File: config.mk
export PLATFORM = sky130hd
export DESIGN_NAME = dual_haptic_pattern_sequencer_top
export DESIGN_NICKNAME = d
export VERILOG_FILES = /design/src/dhps_pkg.sv /design/src/dhps_ram.sv /design/src/dhps_chan.sv /design/src/dual_haptic_pattern_sequencer_top.sv
export SDC_FILE = /design/constraint.sdc
export NUM_CORES = 2
export LEC_CHECK = 0
export BUFFER_PORTS_ARGS = -buffer_cell sky130_fd_sc_hd__buf_2
export CAP_MARGIN = 10
export CORE_UTILIZATION = 57
export DETAILED_ROUTE_END_ITERATION = 8
export PLACE_DENSITY = 0.83
export SLEW_MARGIN = 20
export SYNTH_ARGS = -nofsm -noshare
export SYNTH_HDL_FRONTEND = slang
export SYNTH_SLANG_ARGS = --single-unit
File: constraint.sdc
create_clock -name clk -period 10.45 [get_ports clk]
set_input_delay 0.5225 -clock clk [delete_from_list [all_inputs] [get_ports clk]]
set_output_delay 0.5225 -clock clk [all_outputs]
set_load 0.01 [all_outputs]
File: src/dhps_pkg.sv
// types, codes and helpers shared by the haptic pattern sequencer
`default_nettype none

package dhps_pkg;

	localparam int STORE_DEPTH   = 64;
	localparam int DURATION_BITS = 16;
	localparam int ADDR_W        = $clog2(STORE_DEPTH);
	localparam int SUM_W         = 8;

	typedef logic [ADDR_W-1:0]        addr_t;
	typedef logic [DURATION_BITS-1:0] dur_t;
	typedef logic [7:0]               str_t;
	typedef logic [5:0]               start_t;
	typedef logic [6:0]               count_t;

	typedef enum logic [1:0] {
		MODE_TICK = 2'd0,
		MODE_LOAD = 2'd1,
		MODE_PLAY = 2'd2,
		MODE_STOP = 2'd3
	} mode_t;

	typedef enum logic [1:0] {
		SEL_LEFT  = 2'd0,
		SEL_RIGHT = 2'd1,
		SEL_BOTH  = 2'd2,
		SEL_NONE  = 2'd3
	} sel_t;

	typedef struct packed {
		mode_t       mode;
		sel_t        channel_select;
		logic [5:0]  step_address;
		logic [6:0]  pattern_steps;
		logic [7:0]  step_strength;
		logic [15:0] step_duration;
	} cmd_word_t;

	typedef struct packed {
		logic [7:0] left_strength;
		logic [7:0] right_strength;
		logic       left_busy;
		logic       right_busy;
	} rsp_word_t;

	typedef struct packed {
		logic  en;
		addr_t addr;
		str_t  strength;
		dur_t  duration;
	} store_wr_t;

	typedef struct packed {
		logic   tick;
		logic   play;
		logic   stop;
		start_t start;
		count_t count;
	} chan_cmd_t;

	typedef struct packed {
		str_t level;
		logic busy;
	} chan_stat_t;

	// store entry of a pattern step, wrapping round the store
	function automatic addr_t entry_addr(input start_t start, input count_t offset);
		logic [SUM_W-1:0] sum;
		sum = SUM_W'(start) + SUM_W'(offset);
		return addr_t'(sum);
	endfunction

endpackage

`default_nettype wire

File: src/dhps_ram.sv
// generic step store copy: one write port, one registered write-first read port
`default_nettype none

module dhps_ram #(
	parameter int WIDTH = 8,
	parameter int DEPTH = 64
) (
	input  wire logic                     clk,
	input  wire logic                     we,
	input  wire logic [$clog2(DEPTH)-1:0] waddr,
	input  wire logic [WIDTH-1:0]         wdata,
	input  wire logic                     re,
	input  wire logic [$clog2(DEPTH)-1:0] raddr,
	output logic      [WIDTH-1:0]         rdata
);

	logic [WIDTH-1:0] mem [DEPTH];

	always_ff @(posedge clk) begin
		if (we) begin
			mem[waddr] <= wdata;
		end
		if (re) begin
			rdata <= (we && (waddr == raddr)) ? wdata : mem[raddr];
		end
	end

endmodule

`default_nettype wire

File: src/dhps_chan.sv
// one motor channel: pattern state, step timer and its own store copies
`default_nettype none

module dhps_chan import dhps_pkg::*; (
	input  wire logic       clk,
	input  wire logic       arst_n,
	input  wire store_wr_t  wr,
	input  wire chan_cmd_t  cmd,
	input  wire str_t       play_str,
	output chan_stat_t      stat
);

	start_t start_q, start_d;
	count_t len_q, len_d;
	count_t off_q, off_d;
	dur_t   elapsed_q, elapsed_d;
	logic   active_q, active_d;
	str_t   level_q, level_d;

	dur_t   cur_dur;
	str_t   next_str;
	dur_t   elapsed_inc;
	count_t off_inc;

	// current step's duration and following step's strength, read for the next state
	dhps_ram #(.WIDTH(DURATION_BITS), .DEPTH(STORE_DEPTH)) u_dur_ram (
		.clk   (clk),
		.we    (wr.en),
		.waddr (wr.addr),
		.wdata (wr.duration),
		.re    (1'b1),
		.raddr (entry_addr(start_d, off_d)),
		.rdata (cur_dur)
	);

	dhps_ram #(.WIDTH(8), .DEPTH(STORE_DEPTH)) u_str_ram (
		.clk   (clk),
		.we    (wr.en),
		.waddr (wr.addr),
		.wdata (wr.strength),
		.re    (1'b1),
		.raddr (entry_addr(start_d, off_d + 7'd1)),
		.rdata (next_str)
	);

	assign elapsed_inc = (elapsed_q == '1) ? elapsed_q : elapsed_q + dur_t'(1);
	assign off_inc     = off_q + 7'd1;

	always_comb begin
		start_d   = start_q;
		len_d     = len_q;
		off_d     = off_q;
		elapsed_d = elapsed_q;
		active_d  = active_q;
		level_d   = level_q;
		if (cmd.play) begin
			start_d   = cmd.start;
			len_d     = (cmd.count == '0) ? 7'd1 : cmd.count;
			off_d     = '0;
			elapsed_d = '0;
			active_d  = 1'b1;
			level_d   = play_str;
		end else if (cmd.stop) begin
			active_d = 1'b0;
			level_d  = '0;
		end else if (cmd.tick && active_q) begin
			if (elapsed_inc >= cur_dur) begin
				off_d     = off_inc;
				elapsed_d = '0;
				if (off_inc >= len_q) begin
					active_d = 1'b0;
					level_d  = '0;
				end else begin
					level_d = next_str;
				end
			end else begin
				elapsed_d = elapsed_inc;
			end
		end
	end

	always_ff @(posedge clk or negedge arst_n) begin
		if (!arst_n) begin
			start_q   <= '0;
			len_q     <= '0;
			off_q     <= '0;
			elapsed_q <= '0;
			active_q  <= 1'b0;
			level_q   <= '0;
		end else begin
			start_q   <= start_d;
			len_q     <= len_d;
			off_q     <= off_d;
			elapsed_q <= elapsed_d;
			active_q  <= active_d;
			level_q   <= level_d;
		end
	end

	assign stat.level = level_d;
	assign stat.busy  = active_d;

	a_idle_silent: assert property (@(posedge clk) disable iff (!arst_n)
		!active_q |-> level_q == '0)
		else $error("idle channel drives nonzero strength");

	a_offset_in_pattern: assert property (@(posedge clk) disable iff (!arst_n)
		active_q |-> (off_q < len_q) && (len_q != '0))
		else $error("active channel beyond its pattern");

	a_play_starts: assert property (@(posedge clk) disable iff (!arst_n)
		cmd.play |=> active_q && off_q == '0 && elapsed_q == '0)
		else $error("play did not restart channel");

endmodule

`default_nettype wire

File: src/dual_haptic_pattern_sequencer_top.sv
// top level of the two-channel haptic pattern sequencer
//
//  channel   dir  handshake            word
//  cmd       in   cmd_valid/cmd_stall  cmd_word_t: mode, select, address, count, strength, duration
//  rsp       out  rsp_valid/rsp_stall  rsp_word_t: left/right strength, left/right busy
//
//  one word per cycle while rsp_stall is low; an accepted word goes to stage 1, then its result to rsp
//  the word is registered in stage 1, the play copy of the store is read on the same edge
//  five copies of the 64-entry store (play, two per channel), all written by each load
//  arst_n clears the channel state and the valid flags; the store is not cleared
//  rsp_stall holds the result register; cmd_stall rises only when stage 1 is also full
`default_nettype none

module dual_haptic_pattern_sequencer_top import dhps_pkg::*; (
	input  wire logic      clk,
	input  wire logic      arst_n,
	input  wire logic      cmd_valid,
	output logic           cmd_stall,
	input  wire cmd_word_t cmd_data,
	output logic           rsp_valid,
	input  wire logic      rsp_stall,
	output rsp_word_t      rsp_data
);

	logic       valid_s1;
	cmd_word_t  cmd_s1;
	logic       rsp_valid_q;
	rsp_word_t  rsp_q;

	logic       s1_go;
	logic       cmd_accept;
	logic       hit_left;
	logic       hit_right;
	store_wr_t  wr;
	chan_cmd_t  cmd_left;
	chan_cmd_t  cmd_right;
	chan_stat_t stat_left;
	chan_stat_t stat_right;
	str_t       play_str;

	assign s1_go      = valid_s1 && (!rsp_valid_q || !rsp_stall);
	assign cmd_stall  = valid_s1 && !s1_go;
	assign cmd_accept = cmd_valid && !cmd_stall;

	assign hit_left  = (cmd_s1.channel_select == SEL_LEFT)
		|| (cmd_s1.channel_select == SEL_BOTH);
	assign hit_right = (cmd_s1.channel_select == SEL_RIGHT)
		|| (cmd_s1.channel_select == SEL_BOTH);

	assign wr.en       = s1_go && (cmd_s1.mode == MODE_LOAD);
	assign wr.addr     = addr_t'(cmd_s1.step_address);
	assign wr.strength = cmd_s1.step_strength;
	assign wr.duration = dur_t'(cmd_s1.step_duration);

	assign cmd_left.tick   = s1_go && (cmd_s1.mode == MODE_TICK);
	assign cmd_left.play   = s1_go && (cmd_s1.mode == MODE_PLAY) && hit_left;
	assign cmd_left.stop   = s1_go && (cmd_s1.mode == MODE_STOP) && hit_left;
	assign cmd_left.start  = cmd_s1.step_address;
	assign cmd_left.count  = cmd_s1.pattern_steps;

	assign cmd_right.tick  = s1_go && (cmd_s1.mode == MODE_TICK);
	assign cmd_right.play  = s1_go && (cmd_s1.mode == MODE_PLAY) && hit_right;
	assign cmd_right.stop  = s1_go && (cmd_s1.mode == MODE_STOP) && hit_right;
	assign cmd_right.start = cmd_s1.step_address;
	assign cmd_right.count = cmd_s1.pattern_steps;

	// first-step strength, read as the word enters stage 1
	dhps_ram #(.WIDTH(8), .DEPTH(STORE_DEPTH)) u_play_ram (
		.clk   (clk),
		.we    (wr.en),
		.waddr (wr.addr),
		.wdata (wr.strength),
		.re    (cmd_accept),
		.raddr (addr_t'(cmd_data.step_address)),
		.rdata (play_str)
	);

	dhps_chan u_left (
		.clk      (clk),
		.arst_n   (arst_n),
		.wr       (wr),
		.cmd      (cmd_left),
		.play_str (play_str),
		.stat     (stat_left)
	);

	dhps_chan u_right (
		.clk      (clk),
		.arst_n   (arst_n),
		.wr       (wr),
		.cmd      (cmd_right),
		.play_str (play_str),
		.stat     (stat_right)
	);

	always_ff @(posedge clk or negedge arst_n) begin
		if (!arst_n) begin
			valid_s1    <= 1'b0;
			rsp_valid_q <= 1'b0;
		end else begin
			if (cmd_accept) begin
				valid_s1 <= 1'b1;
			end else if (s1_go) begin
				valid_s1 <= 1'b0;
			end
			rsp_valid_q <= s1_go || (rsp_valid_q && rsp_stall);
		end
	end

	always_ff @(posedge clk) begin
		if (cmd_accept) begin
			cmd_s1 <= cmd_data;
		end
		if (s1_go) begin
			rsp_q.left_strength  <= stat_left.level;
			rsp_q.right_strength <= stat_right.level;
			rsp_q.left_busy      <= stat_left.busy;
			rsp_q.right_busy     <= stat_right.busy;
		end
	end

	assign rsp_valid = rsp_valid_q;
	assign rsp_data  = rsp_q;

	a_stall_needs_s1: assert property (@(posedge clk) disable iff (!arst_n)
		cmd_stall |-> valid_s1 && rsp_valid_q && rsp_stall)
		else $error("input stalled with room to take a word");

	a_accept_frees_s1: assert property (@(posedge clk) disable iff (!arst_n)
		(cmd_accept && valid_s1) |-> s1_go)
		else $error("stage 1 overwritten before it moved on");

	a_go_gives_rsp: assert property (@(posedge clk) disable iff (!arst_n)
		s1_go |=> rsp_valid)
		else $error("processed word gave no result");

endmodule

`default_nettype wire
==> metrics.md <==
| Metric | Value |
|---|---|
| Status | finished, final reports clean |
| Worst Skew | 0.0395 ns |
| Remaining antenna violation count | 0 |
| Normalized max-slew margin | 21.0% |
| DR iter-0 viols | 10407 |
| Yosys top cell by area | edfxtp_1 |
| Area Growth Syn to Fin | 11.1% |
| Final Max Slew Viols | 0 |
| Worst vdd ir | 0.000180 V |
| Psw | 6.65 mW |
| Worst min-delay path category | input pin to flip-flop |
| Crit path launch type | flip-flop |
| CORE AREA | 0.146 mm² |
| Worst Path Max Fanout | 81 |
| Final setup vio count | 0 |
| Minimum clock period | 7.20 ns |
| YS warnings | 0 |
| Full die area | 0.149 mm² |
| Post-route cell area | 0.0932 mm² |
| Critical-path cell list | buf_12 > mux4_2 > mux4_2 > mux4_2 > ha_1 > nand2b_1 > a2111o_1 > a32oi_1 > a31oi_1 > buf_4 > mux2i_1 > nor2_1 > ha_1 > a21o_1 > a21o_1 > a31oi_1 > a2111oi_0 > or4_1 > nor2_1 |
| Yosys reg bits | 1719 |
| Largest net degree at the start of global routing | 141 |
| Endpoints failing hold | 0 |
| Netlist cell types | 64 |
| WL final | 281 mm |
| Most frequent CP cell | mux4_2 |
| Root Buffer | clkbuf_16 |
| Post CTS Setup Buffer Count | 0 |
| CTS resizes | 0 |
| Die Width | 386 µm |
| Req. time, crit path | 11.21 ns |
| Clk_lat worst skew | 0.84 ns |
| Lkg Pwr | 30.4 nW |
| Initial Utilization | 57.5% |
| GRT Util Overall | 38.0% |
| Syn_nets | 4593 |
| Sw frac | 31.6% |
| Drt wl/cell | 42.3 µm |
| Clock-pin slew on the worst setup and hold paths | 0.06 ns |
| Ports | 65 |
| Flop-to-flop setup slack | 3.25 ns |
| Register-to-Register Path Depth | 19 |
| Worst-margin pin slew | 1.18 ns |
| Initial antenna violation count | 7 |
| GR Overflow Total | 0 |
| Nets | 4681 |
| Via density | 8.08 |
| Slowest cell on the critical path | dfxtp_4 |
| Post-Syn Instances | 4480 |
| EDFF count, synth | 1603 |
| Hold Path Sink | cmd_left[6]$_DFFE_PP_ |
| DRC Markers | 0 |
| RSZ-0062 raised after global routing | no |
| Largest cells by area after synthesis | edfxtp_1, mux4_2, mux2i_1, dfrtp_1, a22oi_1 |
| Share of cells above drive strength 1 | 32.7% |
| Synth cell count leaders | edfxtp_1, mux4_2, mux2i_1 |
| CP peak stage delay | 0.92 ns |
| Vias in the first global route | 53395 |
| CTS Buf Count | 170 |
| Vias | 53644 |
| Power share of the combinational group | 30.4% |
| Crit path DAT | 7.97 ns |
| Max-Cap Viols | 0 |
| Hold Path Origin | cmd_data[30] |
| Final Cycle Share | 68.9% |
| DR pass1 iterations | 7 |
| Sequential Power Share | 38.8% |
| Main synth FF type | edfxtp_1 |
| First-pass GRT wire length | 393 mm |
| CTS Buffer Depth | 3 |
| Max Freq | 0.139 GHz |
| Clock share of power | 30.8% |
| Cell with the most instances after synthesis | edfxtp_1 |
| Clock sink total | 1719 |
| Critical path endpoint category | flip-flop |
| Async S/R FF share, synth | 5.35% |
| Core Rows | 140 |
| CTS H-tree depth | 4 |
| WS Path Type | flip-flop to flip-flop |
| CTS tree | done |
| Detailed Place HPWL | 157 mm |
| Top-area cell type share of the netlist area | 57.4% |
| Area of placed instances | 0.0870 mm² |
| P per Cell Area | 226 mW/mm² |
| Final Util | 63.9% |
| Int Pwr | 14.4 mW |
| Hold path depth | 1 |
| Register area share after synthesis | 60.7% |
| Cell Area, Synth | 0.0839 mm² |
| Syn avg cell area | 18.7 µm² |
| Port Buf Inserts | 64 |
| Die height | 386 µm |
| Fin Setup TNS | 0 ns |
| RePlAce Congestion | 0.957 |
==> layout by cell type (no fill, tap or decap), drive strengths merged, types with 23 or more instances in the layout <==
cell type	netlist	layout
edfxtp	1603	1603
mux4	933	933
mux2i	283	283
clkbuf	179	220
buf	159	217
a22oi	175	175
nor2	129	129
inv	102	107
nand2	101	101
nand3	100	100
dfrtp	92	92
a21oi	77	77
ha	64	64
o21ai	63	63
clkinv	0	59
nor2b	41	41
xnor2	40	40
dlygate4sd3	0	37
a31oi	26	26
xor2	25	25
dfxtp	24	24
o22ai	23	23
bufinv	0	23
==> kinds of logic (layout without fill, tap and decap cells) <==
| group | count (synthesis) | after routing | share of synthesized area, % |
|---|---|---|---|
| and+or+nand+nor | 469 | 469 | 2.70 |
| AOI/OAI and AO/OA | 484 | 484 | 3.97 |
| other | 0 | 7 | 0 |
| DFF | 1719 | 1719 | 60.7 |
| adders and majority gates | 68 | 68 | 1.05 |
| buffers and inverters | 440 | 672 | 2.21 |
| muxes | 1235 | 1235 | 28.7 |
| xor gates and xnor gates | 65 | 65 | 0.679 |
==> final cells by class <==
class                           instances  area (µm²)
Antenna cell                            7        17.5
Clock buffer                          220        4630
Clock inverter                         96        1200
Fill cell                            9215       52700
Inverter                              102         383
Multi-Input combinational cell       2321       31700
Sequential cell                      1719       51000
Tap cell                             1917        2400
Timing Repair Buffer                  254        1970
==> routing by layer <==
metal / global-route usage (%) / vias up / share of wire [%]
met1: 46.3 / 26896 / 30
met4: 27.3 / 16 / 8.9
met5: 0 / - / 0.082
met3: 13.8 / 1506 / 16
met2: 56.5 / 5920 / 45
li1: - / 19306 / -
==> through the flow <==
step                      worst slack [ns]  hold WS [ns]  std cells  power [mW]
after floorplan                       4.68         0.227       4480        12.6
final                                 3.25         0.100       6636        21.1
after CTS                             3.27        0.0711       6629        20.9
after detailed placement              3.30         0.491       6276        14.4
after global routing                  2.96        0.0722       6629        21.4
after global placement                3.39         0.477       6276        14.3
==> repair_timing <==
action | 4_1_cts | 5_1_grt
endpoints found under the setup margin | 0 | 0
hold endpoints to repair | 70 | 0
hold buffers | 37 | 0
==> worst max-delay path by stage <==
stage | startpoint | to | slack (ns) | depth (start not counted)
after CTS | flip-flop | flip-flop | 3.27 | 19
after global routing | flip-flop | flip-flop | 2.96 | 19
after global placement | flip-flop | flip-flop | 3.39 | 19
after detailed placement | flip-flop | flip-flop | 3.30 | 19
final | flip-flop | flip-flop | 3.25 | 19
after floorplan | flip-flop | flip-flop | 4.68 | 21
==> state kept, by name, indices dropped and copies added, names as in the netlist, named ones only <==
register and cells:
u_right.elapsed_q 16, u_right.len_q 7, u_left.off_q 7, rsp_valid 1, u_play_ram.mem 512, u_right.start_q 6, u_left.elapsed_q 16, cmd_left 13
u_right.u_dur_ram.mem 992, u_right.level_q 8, u_left.level_q 8, rsp_data 18, cmd_s1 28, u_left.start_q 6, u_left.active_q 1, u_right.active_q 1
u_play_ram.rdata 8, valid_s1 1, u_left.len_q 7, u_right.off_q 7, u_left.u_dur_ram.mem 32
==> power by group through the flow <==
stage	Clock (mW)	Combinational [mW]	Sequential, mW
global route	6.72	6.53	8.19
finish	6.50	6.40	8.17
detailed placement	0	6.10	8.30
floorplan	0	4.66	7.92
CTS	6.47	6.22	8.16
global placement	0	5.97	8.29
==> critical path: cells and delay by family, from the launching register on <==
family,cells,cell delay (ns)
adder cells (fa/ha/maj),2,0.64
multiplexers,4,1.73
AND/OR/NAND/NOR,4,1.11
buffers and inverters,2,0.87
AO/OA/AOI/OAI,7,1.80
flip-flops,1,0.92
Power figures use the tool's default switching activity.
